`src/hw/rtl/crrc_pkg.sv`:
```
`timescale 1ns / 1ps

package crrc_pkg;

  localparam int unsigned CNT_W        = 21;
  localparam int unsigned CFG_IDX_W    = 2;
  localparam int unsigned BOUNCE_BYTES = 1048576;
  localparam int unsigned RING_LOW_RST  = 4096;
  localparam int unsigned RING_HIGH_RST = 262144;

  typedef enum logic {
    OP_RESERVE = 1'b0,
    OP_COMMIT  = 1'b1
  } opcode_e;

  typedef enum logic [2:0] {
    ST_IN_PLACE  = 3'd0,
    ST_BOUNCE    = 3'd1,
    ST_FULL      = 3'd2,
    ST_COMMITTED = 3'd3,
    ST_TOO_LARGE = 3'd4,
    ST_UNALIGNED = 3'd5,
    ST_PENDING   = 3'd6,
    ST_NO_RESV   = 3'd7
  } status_e;

  localparam logic [CFG_IDX_W-1:0] REG_RING_LOW        = 2'd0;
  localparam logic [CFG_IDX_W-1:0] REG_RING_HIGH       = 2'd1;
  localparam logic [CFG_IDX_W-1:0] REG_RESERVE_CAPABLE = 2'd2;

endpackage

```
`src/hw/rtl/crrc_req_if.sv`:
```
`timescale 1ns / 1ps

interface crrc_req_if #(
  parameter int unsigned OFFSET_BITS = 23
);
  logic                         valid;
  logic                         ready;
  logic                         opcode;
  logic [crrc_pkg::CNT_W-1:0]   byte_count;
  logic [OFFSET_BITS-1:0]       consumer_stop;

  modport source (output valid, opcode, byte_count, consumer_stop, input ready);
  modport sink   (input valid, opcode, byte_count, consumer_stop, output ready);
endinterface

```
`src/hw/rtl/crrc_rsp_if.sv`:
```
`timescale 1ns / 1ps

interface crrc_rsp_if #(
  parameter int unsigned OFFSET_BITS = 23
);
  logic                         valid;
  logic                         ready;
  logic [2:0]                   status;
  logic [OFFSET_BITS-1:0]       write_offset;
  logic [crrc_pkg::CNT_W-1:0]   reserved_word;
  logic [OFFSET_BITS-1:0]       next_offset;
  logic [crrc_pkg::CNT_W-1:0]   first_chunk;
  logic [crrc_pkg::CNT_W-1:0]   second_chunk;
  logic                         dword_copy;

  modport source (output valid, status, write_offset, reserved_word, next_offset,
                  first_chunk, second_chunk, dword_copy, input ready);
  modport sink   (input valid, status, write_offset, reserved_word, next_offset,
                  first_chunk, second_chunk, dword_copy, output ready);
endinterface

```
`src/hw/rtl/crrc_cfg_if.sv`:
```
`timescale 1ns / 1ps

interface crrc_cfg_if #(
  parameter int unsigned OFFSET_BITS = 23
);
  logic                             valid;
  logic                             ready;
  logic [crrc_pkg::CFG_IDX_W-1:0]   index;
  logic [OFFSET_BITS-1:0]           data;

  modport source (output valid, index, data, input ready);
  modport sink   (input valid, index, data, output ready);
endinterface

```
`src/hw/rtl/crrc_slice.sv`:
```
`timescale 1ns / 1ps

module crrc_slice #(
  parameter int unsigned W = 1
) (
  input  logic         clk_i,
  input  logic         rst_ni,
  input  logic         valid_i,
  output logic         ready_o,
  input  logic [W-1:0] data_i,
  output logic         valid_o,
  input  logic         ready_i,
  output logic [W-1:0] data_o
);

  logic         valid_q, valid_d;
  logic [W-1:0] data_q;
  logic         load;

  assign ready_o = !valid_q || ready_i;
  assign load    = valid_i && ready_o;

  always_comb begin
    if (load) begin
      valid_d = 1'b1;
    end else if (ready_i) begin
      valid_d = 1'b0;
    end else begin
      valid_d = valid_q;
    end
  end

  always_ff @(posedge clk_i or negedge rst_ni) begin
    if (!rst_ni) begin
      valid_q <= 1'b0;
    end else begin
      valid_q <= valid_d;
    end
  end

  always_ff @(posedge clk_i) begin
    if (load) begin
      data_q <= data_i;
    end
  end

  assign valid_o = valid_q;
  assign data_o  = data_q;

endmodule

```
`src/hw/rtl/crrc_core.sv`:
```
`timescale 1ns / 1ps

module crrc_core #(
  parameter int unsigned OFFSET_BITS = 23
) (
  input  logic                             clk_i,
  input  logic                             rst_ni,
  input  logic                             cfg_valid_i,
  input  logic [crrc_pkg::CFG_IDX_W-1:0]   cfg_index_i,
  input  logic [OFFSET_BITS-1:0]           cfg_data_i,
  input  logic                             fire_i,
  input  logic                             opcode_i,
  input  logic [crrc_pkg::CNT_W-1:0]       count_i,
  input  logic [OFFSET_BITS-1:0]           stop_i,
  output crrc_pkg::status_e                status_o,
  output logic [OFFSET_BITS-1:0]           write_offset_o,
  output logic [crrc_pkg::CNT_W-1:0]       reserved_word_o,
  output logic [OFFSET_BITS-1:0]           next_offset_o,
  output logic [crrc_pkg::CNT_W-1:0]       first_chunk_o,
  output logic [crrc_pkg::CNT_W-1:0]       second_chunk_o,
  output logic                             dword_copy_o
);
  import crrc_pkg::*;

  localparam int unsigned SW = ((OFFSET_BITS > CNT_W) ? OFFSET_BITS : CNT_W) + 3;

  typedef logic signed [SW-1:0] sval_t;

  logic [OFFSET_BITS-1:0] ring_low_q, ring_high_q;
  logic                   capable_q;
  logic [OFFSET_BITS-1:0] next_q, next_d;
  logic [CNT_W-1:0]       pend_q, pend_d;
  logic                   bounce_q, bounce_d;

  sval_t n, s, lo, hi, bb, span, sum, wrapped, room;
  logic  too_large, unaligned, fits_in_place, fits_bounce;
  logic  [CNT_W-1:0] first;

  assign n  = $signed({{(SW-OFFSET_BITS){1'b0}}, next_q});
  assign s  = $signed({{(SW-OFFSET_BITS){1'b0}}, stop_i});
  assign lo = $signed({{(SW-OFFSET_BITS){1'b0}}, ring_low_q});
  assign hi = $signed({{(SW-OFFSET_BITS){1'b0}}, ring_high_q});
  assign bb = $signed({{(SW-CNT_W){1'b0}}, count_i});

  assign span      = (hi >= lo) ? (hi - lo) : '0;
  assign sum       = n + bb;
  assign too_large = (bb > sval_t'(BOUNCE_BYTES)) || (bb > span);
  assign unaligned = (count_i[1:0] != 2'b00);

  always_comb begin
    if (n >= s) begin
      fits_in_place = (sum < hi) || ((sum == hi) && (s > lo));
      fits_bounce   = !fits_in_place && !(((hi - n) + (s - lo)) <= bb);
    end else begin
      fits_in_place = (sum < s);
      fits_bounce   = 1'b0;
    end
  end

  assign wrapped = (sum >= hi) ? (sum - hi + lo) : sum;
  assign room    = (hi > n) ? (hi - n) : '0;
  assign first   = (bb < room) ? count_i : room[CNT_W-1:0];

  always_comb begin
    next_d          = next_q;
    pend_d          = pend_q;
    bounce_d        = bounce_q;
    status_o        = ST_NO_RESV;
    reserved_word_o = '0;
    first_chunk_o   = '0;
    second_chunk_o  = '0;
    dword_copy_o    = 1'b0;
    if (opcode_i == OP_RESERVE) begin
      priority if (too_large) begin
        status_o = ST_TOO_LARGE;
      end else if (unaligned) begin
        status_o = ST_UNALIGNED;
      end else if (pend_q != '0) begin
        status_o = ST_PENDING;
      end else if (!fits_in_place && !fits_bounce) begin
        status_o = ST_FULL;
      end else if (fits_in_place && (capable_q || (count_i <= CNT_W'(4)))) begin
        status_o        = ST_IN_PLACE;
        bounce_d        = 1'b0;
        pend_d          = count_i;
        reserved_word_o = capable_q ? count_i : '0;
      end else begin
        status_o = ST_BOUNCE;
        bounce_d = 1'b1;
        pend_d   = count_i;
      end
    end else begin
      priority if (pend_q == '0) begin
        status_o = ST_NO_RESV;
      end else if (count_i > pend_q) begin
        status_o = ST_TOO_LARGE;
      end else if (bounce_q && !capable_q && unaligned) begin
        status_o = ST_UNALIGNED;
      end else begin
        status_o = ST_COMMITTED;
        pend_d   = '0;
        next_d   = wrapped[OFFSET_BITS-1:0];
        if (bounce_q) begin
          if (capable_q) begin
            first_chunk_o  = first;
            second_chunk_o = count_i - first;
          end else begin
            dword_copy_o = 1'b1;
          end
        end
      end
    end
  end

  always_ff @(posedge clk_i or negedge rst_ni) begin
    if (!rst_ni) begin
      ring_low_q  <= OFFSET_BITS'(RING_LOW_RST);
      ring_high_q <= OFFSET_BITS'(RING_HIGH_RST);
      capable_q   <= 1'b0;
      next_q      <= OFFSET_BITS'(RING_LOW_RST);
      pend_q      <= '0;
      bounce_q    <= 1'b0;
    end else begin
      if (cfg_valid_i) begin
        unique case (cfg_index_i)
          REG_RING_LOW: begin
            ring_low_q <= cfg_data_i;
            next_q     <= cfg_data_i;
          end
          REG_RING_HIGH: begin
            ring_high_q <= cfg_data_i;
          end
          REG_RESERVE_CAPABLE: begin
            capable_q <= cfg_data_i[0];
          end
          default: begin
          end
        endcase
      end else if (fire_i) begin
        next_q   <= next_d;
        pend_q   <= pend_d;
        bounce_q <= bounce_d;
      end
    end
  end

  assign write_offset_o = next_q;
  assign next_offset_o  = next_d;

endmodule

```
`src/hw/rtl/command_ring_reserve_commit.sv`:
```
`timescale 1ns / 1ps

// Producer-side decision logic for a circular command ring.
// Requests arrive on req_i: a reserve asks for byte_count bytes checked
// against consumer_stop, and a commit advances the next-command offset.
// Every request produces exactly one response beat on rsp_o carrying the
// status, the offsets before and after the request, the reserved register
// value and, for bounce commits, the copy chunk lengths or the dword flag.
// Configuration writes arrive on cfg_i (ring_low, ring_high,
// reserve_capable) and are always taken; they must be issued only while no
// request is in flight. Writing ring_low also reloads the next offset.
// A request beat is registered on acceptance, decided combinationally against
// the ring state, and lands in the response register when that register can
// take it. One request is accepted per cycle as long as rsp_o is drained;
// the state update is made between the two registers and is committed as
// the beat moves into the response register.
// When the receiver stalls, the response register and the input register
// each hold one beat, and req_i.ready drops once both are full.
// Reset restores the register defaults and clears any pending reservation.

module command_ring_reserve_commit #(
  parameter int unsigned OFFSET_BITS = 23
) (
  input  logic        clk_i,
  input  logic        rst_ni,
  crrc_req_if.sink    req_i,
  crrc_rsp_if.source  rsp_o,
  crrc_cfg_if.sink    cfg_i
);
  import crrc_pkg::*;

  typedef struct packed {
    logic                   opcode;
    logic [CNT_W-1:0]       byte_count;
    logic [OFFSET_BITS-1:0] consumer_stop;
  } req_t;

  typedef struct packed {
    status_e                status;
    logic [OFFSET_BITS-1:0] write_offset;
    logic [CNT_W-1:0]       reserved_word;
    logic [OFFSET_BITS-1:0] next_offset;
    logic [CNT_W-1:0]       first_chunk;
    logic [CNT_W-1:0]       second_chunk;
    logic                   dword_copy;
  } rsp_t;

  req_t req_in, req_q;
  rsp_t rsp_d, rsp_q;
  logic req_valid_q, rsp_ready;
  logic fire;

  assign req_in = '{opcode: req_i.opcode, byte_count: req_i.byte_count,
                    consumer_stop: req_i.consumer_stop};

  crrc_slice #(.W($bits(req_t))) u_in_slice (
    .clk_i   (clk_i),
    .rst_ni  (rst_ni),
    .valid_i (req_i.valid),
    .ready_o (req_i.ready),
    .data_i  (req_in),
    .valid_o (req_valid_q),
    .ready_i (rsp_ready),
    .data_o  (req_q)
  );

  assign fire        = req_valid_q && rsp_ready;
  assign cfg_i.ready = 1'b1;

  crrc_core #(.OFFSET_BITS(OFFSET_BITS)) u_core (
    .clk_i           (clk_i),
    .rst_ni          (rst_ni),
    .cfg_valid_i     (cfg_i.valid),
    .cfg_index_i     (cfg_i.index),
    .cfg_data_i      (cfg_i.data),
    .fire_i          (fire),
    .opcode_i        (req_q.opcode),
    .count_i         (req_q.byte_count),
    .stop_i          (req_q.consumer_stop),
    .status_o        (rsp_d.status),
    .write_offset_o  (rsp_d.write_offset),
    .reserved_word_o (rsp_d.reserved_word),
    .next_offset_o   (rsp_d.next_offset),
    .first_chunk_o   (rsp_d.first_chunk),
    .second_chunk_o  (rsp_d.second_chunk),
    .dword_copy_o    (rsp_d.dword_copy)
  );

  crrc_slice #(.W($bits(rsp_t))) u_out_slice (
    .clk_i   (clk_i),
    .rst_ni  (rst_ni),
    .valid_i (req_valid_q),
    .ready_o (rsp_ready),
    .data_i  (rsp_d),
    .valid_o (rsp_o.valid),
    .ready_i (rsp_o.ready),
    .data_o  (rsp_q)
  );

  assign rsp_o.status        = rsp_q.status;
  assign rsp_o.write_offset  = rsp_q.write_offset;
  assign rsp_o.reserved_word = rsp_q.reserved_word;
  assign rsp_o.next_offset   = rsp_q.next_offset;
  assign rsp_o.first_chunk   = rsp_q.first_chunk;
  assign rsp_o.second_chunk  = rsp_q.second_chunk;
  assign rsp_o.dword_copy    = rsp_q.dword_copy;

endmodule

```
`src/flat_wrapper.sv`:
```
// flat-port wrapper written by rule: the top's interface ports become plain ports
module command_ring_reserve_commit_flat import crrc_pkg::*;
#(
  parameter int unsigned OFFSET_BITS = 23
)
  (clk_i, rst_ni, req_i_valid, req_i_opcode, req_i_byte_count, req_i_consumer_stop, req_i_ready, rsp_o_valid, rsp_o_status, rsp_o_write_offset, rsp_o_reserved_word, rsp_o_next_offset, rsp_o_first_chunk, rsp_o_second_chunk, rsp_o_dword_copy, rsp_o_ready, cfg_i_valid, cfg_i_index, cfg_i_data, cfg_i_ready);
  crrc_req_if #(.OFFSET_BITS(OFFSET_BITS)) req_i_i ();
  crrc_rsp_if #(.OFFSET_BITS(OFFSET_BITS)) rsp_o_i ();
  crrc_cfg_if #(.OFFSET_BITS(OFFSET_BITS)) cfg_i_i ();
  input  logic clk_i;
  input  logic rst_ni;
  input wire logic [$bits(req_i_i.valid)-1:0] req_i_valid;
  input wire logic [$bits(req_i_i.opcode)-1:0] req_i_opcode;
  input wire logic [$bits(req_i_i.byte_count)-1:0] req_i_byte_count;
  input wire logic [$bits(req_i_i.consumer_stop)-1:0] req_i_consumer_stop;
  output wire logic [$bits(req_i_i.ready)-1:0] req_i_ready;
  output wire logic [$bits(rsp_o_i.valid)-1:0] rsp_o_valid;
  output wire logic [$bits(rsp_o_i.status)-1:0] rsp_o_status;
  output wire logic [$bits(rsp_o_i.write_offset)-1:0] rsp_o_write_offset;
  output wire logic [$bits(rsp_o_i.reserved_word)-1:0] rsp_o_reserved_word;
  output wire logic [$bits(rsp_o_i.next_offset)-1:0] rsp_o_next_offset;
  output wire logic [$bits(rsp_o_i.first_chunk)-1:0] rsp_o_first_chunk;
  output wire logic [$bits(rsp_o_i.second_chunk)-1:0] rsp_o_second_chunk;
  output wire logic [$bits(rsp_o_i.dword_copy)-1:0] rsp_o_dword_copy;
  input wire logic [$bits(rsp_o_i.ready)-1:0] rsp_o_ready;
  input wire logic [$bits(cfg_i_i.valid)-1:0] cfg_i_valid;
  input wire logic [$bits(cfg_i_i.index)-1:0] cfg_i_index;
  input wire logic [$bits(cfg_i_i.data)-1:0] cfg_i_data;
  output wire logic [$bits(cfg_i_i.ready)-1:0] cfg_i_ready;
  assign req_i_i.valid = req_i_valid;
  assign req_i_i.opcode = req_i_opcode;
  assign req_i_i.byte_count = req_i_byte_count;
  assign req_i_i.consumer_stop = req_i_consumer_stop;
  assign req_i_ready = req_i_i.ready;
  assign rsp_o_valid = rsp_o_i.valid;
  assign rsp_o_status = rsp_o_i.status;
  assign rsp_o_write_offset = rsp_o_i.write_offset;
  assign rsp_o_reserved_word = rsp_o_i.reserved_word;
  assign rsp_o_next_offset = rsp_o_i.next_offset;
  assign rsp_o_first_chunk = rsp_o_i.first_chunk;
  assign rsp_o_second_chunk = rsp_o_i.second_chunk;
  assign rsp_o_dword_copy = rsp_o_i.dword_copy;
  assign rsp_o_i.ready = rsp_o_ready;
  assign cfg_i_i.valid = cfg_i_valid;
  assign cfg_i_i.index = cfg_i_index;
  assign cfg_i_i.data = cfg_i_data;
  assign cfg_i_ready = cfg_i_i.ready;
  command_ring_reserve_commit #(.OFFSET_BITS(OFFSET_BITS)) u_core (.clk_i(clk_i), .rst_ni(rst_ni), .req_i(req_i_i), .rsp_o(rsp_o_i), .cfg_i(cfg_i_i));
endmodule
```
`config.mk`:
```
export PLATFORM = sky130hd
export DESIGN_NAME = command_ring_reserve_commit_flat
export DESIGN_NICKNAME = d
export VERILOG_FILES = /design/src/hw/rtl/crrc_pkg.sv /design/src/hw/rtl/crrc_req_if.sv /design/src/hw/rtl/crrc_rsp_if.sv /design/src/hw/rtl/crrc_cfg_if.sv /design/src/hw/rtl/crrc_slice.sv /design/src/hw/rtl/crrc_core.sv /design/src/hw/rtl/command_ring_reserve_commit.sv /design/src/flat_wrapper.sv
export SDC_FILE = /design/constraint.sdc
export NUM_CORES = 1
export LEC_CHECK = 0
export BUFFER_PORTS_ARGS = -buffer_cell sky130_fd_sc_hd__buf_2
export CAP_MARGIN = 30
export CORE_MARGIN = 2
export CORE_UTILIZATION = 55
export CTS_BUF_LIST = sky130_fd_sc_hd__clkbuf_16
export DETAILED_ROUTE_END_ITERATION = 12
export PLACE_DENSITY = 0.75
export SLEW_MARGIN = 10
export SYNTH_ARGS = -nofsm -noshare
export SYNTH_HDL_FRONTEND = slang
export SYNTH_SLANG_ARGS = --single-unit
```
`constraint.sdc`:
```
create_clock -name clk_i -period 11.7 [get_ports clk_i]
set_input_delay 0.585 -clock clk_i [delete_from_list [all_inputs] [get_ports clk_i]]
set_output_delay 0.585 -clock clk_i [all_outputs]
set_load 0.02 [all_outputs]
```
==> results.sh <==
export IMPL_status="complete, no violations"
export IMPL_start_util_pct=55.8
export IMPL_grt_max_degree=70
export IMPL_hold_path_class="in2async"
export IMPL_critPathMaxFanout=43
export IMPL_clockBufferDepth=3
export IMPL_grt_pass1_vias=18733
export IMPL_ctsHoldBuffers=0
export IMPL_grt_pass1_wl_um=108000
export IMPL_grt_usage_pct=34.7
export IMPL_via_per_inst=6.29
export IMPL_cp_slowest_cell="a22o_2"
export IMPL_worst_pin_slew_ns=0.994
export IMPL_die_area_um2=40800
export IMPL_ys_types=80
export IMPL_wl_per_cell_um=23.5
export IMPL_synth_edf_count=158
export IMPL_die_x_um=202
export IMPL_ant_nets=0
export IMPL_grt_overflow=0
export IMPL_fin_skew_ns=0.0184
export IMPL_num_rows=72
export IMPL_drt_pass1_iter_count=5
export IMPL_critical_path_class="reg2reg"
export IMPL_post_cts_setup_buffers=0
export IMPL_timing_final_hold_violations=0
export IMPL_grt_antenna_before_repair=1
export IMPL_vias=19138
export IMPL_rsz0062_at_grt="no"
export IMPL_post_cts_resized=0
export IMPL_syn_cell_area_um2=21600
export IMPL_slowest_delay_ns=0.82
export IMPL_crit_path_start="u_core.u_core.ring_high_q[0]"
export IMPL_ys_flop_type="edfxtp_1"
export IMPL_finalCriticalPeriod_ns=8.19
export IMPL_htreeDepth=1
export IMPL_numPortBuffers=189
export IMPL_synth_seq_area_share_pct=32.9
export IMPL_rr_startpoint="u_core.u_core.ring_high_q[0]"
export IMPL_synthCells=2302
export IMPL_most_common_layout_cells="ha_1 (308), nor2_1 (201), inv_1 (192)"
export IMPL_fin_crit_sh_pct=70.0
export IMPL_setup_viol=0
export IMPL_io_pins=191
export IMPL_cap_violations=0
export IMPL_setup_tns_ns=0
export IMPL_multi_input_area_um2=13500
export IMPL_hpwl_um=55900
export IMPL_fill_cells=3206
export IMPL_yosysWarningCount=0
export IMPL_critPathRequiredTime_ns=12.14
export IMPL_n_antenna_cell=0
export IMPL_seqCellArea_um2=7100
export IMPL_crit_path_start_kind="register"
export IMPL_crit_arrival_ns=8.63
export IMPL_critical_path_top_delay_family="compound AO/OA/AOI/OAI gates"
export IMPL_root_buffer="clkbuf_16"
export IMPL_ys_async_sr_fraction_pct=37.3
export IMPL_drt_iter0_drc=1977
export IMPL_syn_avg_cell_area_um2=9.37
export IMPL_slew_limit_headroom_pct=33.6
export IMPL_die_h_um=202
export IMPL_cts_tree="built"
export IMPL_drt_total_wl_um=71300
export IMPL_final_common_cell="ha_1"
export IMPL_clk_pin_slew_ns=0.07
export IMPL_critPathBufInv=2
export IMPL_routabilityCongestion=1.03
export IMPL_drive_above_1_share_pct=13.5
export IMPL_fmax_mhz=122
export IMPL_drcViolationCount=0
export IMPL_drv_slew=0
export IMPL_ys_seq_elements=252
export IMPL_nNetsFinal=2911
export IMPL_insertion_delay_ns=0.59
export IMPL_end_kind="register"
export IMPL_cts_sinks=252
export IMPL_cts_buffers=30
export IMPL_core_um2=38600
export IMPL_cpMostUsedCell="a21oi_1"
export IMPL_area_growth_pct=12.2
-- cells in the mapped netlist, types with 33 or more instances --
library cell / number / area share [%]
a21o_1: 75 / 2.6
dfrtp_1: 91 / 11
o21a_1: 43 / 1.5
nor2_1: 202 / 3.5
nand3_1: 41 / 0.95
o21ai_0: 131 / 3.0
nor3_1: 33 / 0.77
edfxtp_1: 158 / 22
nand2_1: 151 / 2.6
xor2_1: 43 / 1.7
ha_1: 308 / 18
a21oi_1: 177 / 4.1
inv_1: 191 / 3.3
xnor2_1: 78 / 3.2
nand4_1: 42 / 1.2
-- through the flow --
| step | area [um^2] | cells | hold WS (ns) | setup WS, ns | utilization (%) |
|---|---|---|---|---|---|
| global placement | 23100 | 2983 | 0.467 | 3.84 | 59.8 |
| floorplan | 21600 | 2303 | 0.289 | 4.58 | - |
| detailed placement | 23200 | 2985 | 0.485 | 3.66 | 59.9 |
| CTS | 24200 | 3041 | 0.0277 | 3.65 | 62.6 |
| global route | 24200 | 3042 | 0.0549 | 2.91 | 62.6 |
| finish | 24200 | 3042 | 0.0215 | 3.51 | 62.6 |
-- final cells by class --
class	count	area share, %
multi-input cells	1811	56.0
flip-flops and latches	252	29.3
repair buffers	214	4.80
clock buffers	31	3.21
inverters	191	2.97
well taps	518	2.68
clock inverters	25	1.02
-- state kept, by name (all words and copies together), names as in the netlist --
| signal | count |
|---|---|
| u_core.u_out_slice.data_o | 113 |
| u_core.u_in_slice.data_o | 45 |
| u_core.u_core.ring_high_q | 23 |
| u_core.u_core.ring_low_q | 23 |
| u_core.u_core.write_offset_o | 23 |
| u_core.u_core.pend_q | 21 |
| u_core.u_core.bounce_q | 1 |
| u_core.u_core.capable_q | 1 |
| u_core.u_in_slice.valid_o | 1 |
| u_core.u_out_slice.valid_o | 1 |
-- worst paths after layout --
kind	to	slack [ns]	depth (start not counted)
setup / recovery	u_core.u_out_slice.data_o[20]	3.51	32
hold / removal	u_core.u_core.ring_low_q[1]	0.02	1
setup reg to reg	u_core.u_out_slice.data_o[20]	3.51	32
hold reg to reg	u_core.u_out_slice.valid_o	0.51	1
max in group asynchronous	u_core.u_core.ring_low_q[3]	10.35	2
min in group clk_i	u_core.u_in_slice.data_o[1]	0.17	1
-- kinds of logic (layout without fill, tap and decap cells) --
| kind of cell | count (synthesis) | count (layout) | share of synthesized area [%] |
|---|---|---|---|
| AO/OA/AOI/OAI | 683 | 683 | 21.3 |
| AND/OR/NAND/NOR | 633 | 633 | 14.1 |
| adder cells (fa/ha/maj) | 336 | 336 | 20.5 |
| flip-flops | 252 | 252 | 32.9 |
| buffers and inverters | 240 | 461 | 4.44 |
| XOR/XNOR | 121 | 121 | 4.91 |
| multiplexers | 35 | 35 | 1.78 |
| other | 2 | 3 | 0.0348 |
-- per-layer routing --
| layer | GRT usage (%) | up-vias | part of all wire [%] |
|---|---|---|---|
| li1 | - | 8891 | - |
| met3 | 5.14 | 163 | 8.8 |
| met5 | 0 | - | 0 |
| met2 | 54.7 | 885 | 44 |
| met4 | 13.9 | 0 | 4.1 |
| met1 | 48.0 | 9199 | 43 |
Power is not shown: default switching activity piles up to over one toggle a cycle in this logic, so the estimate is an artifact.
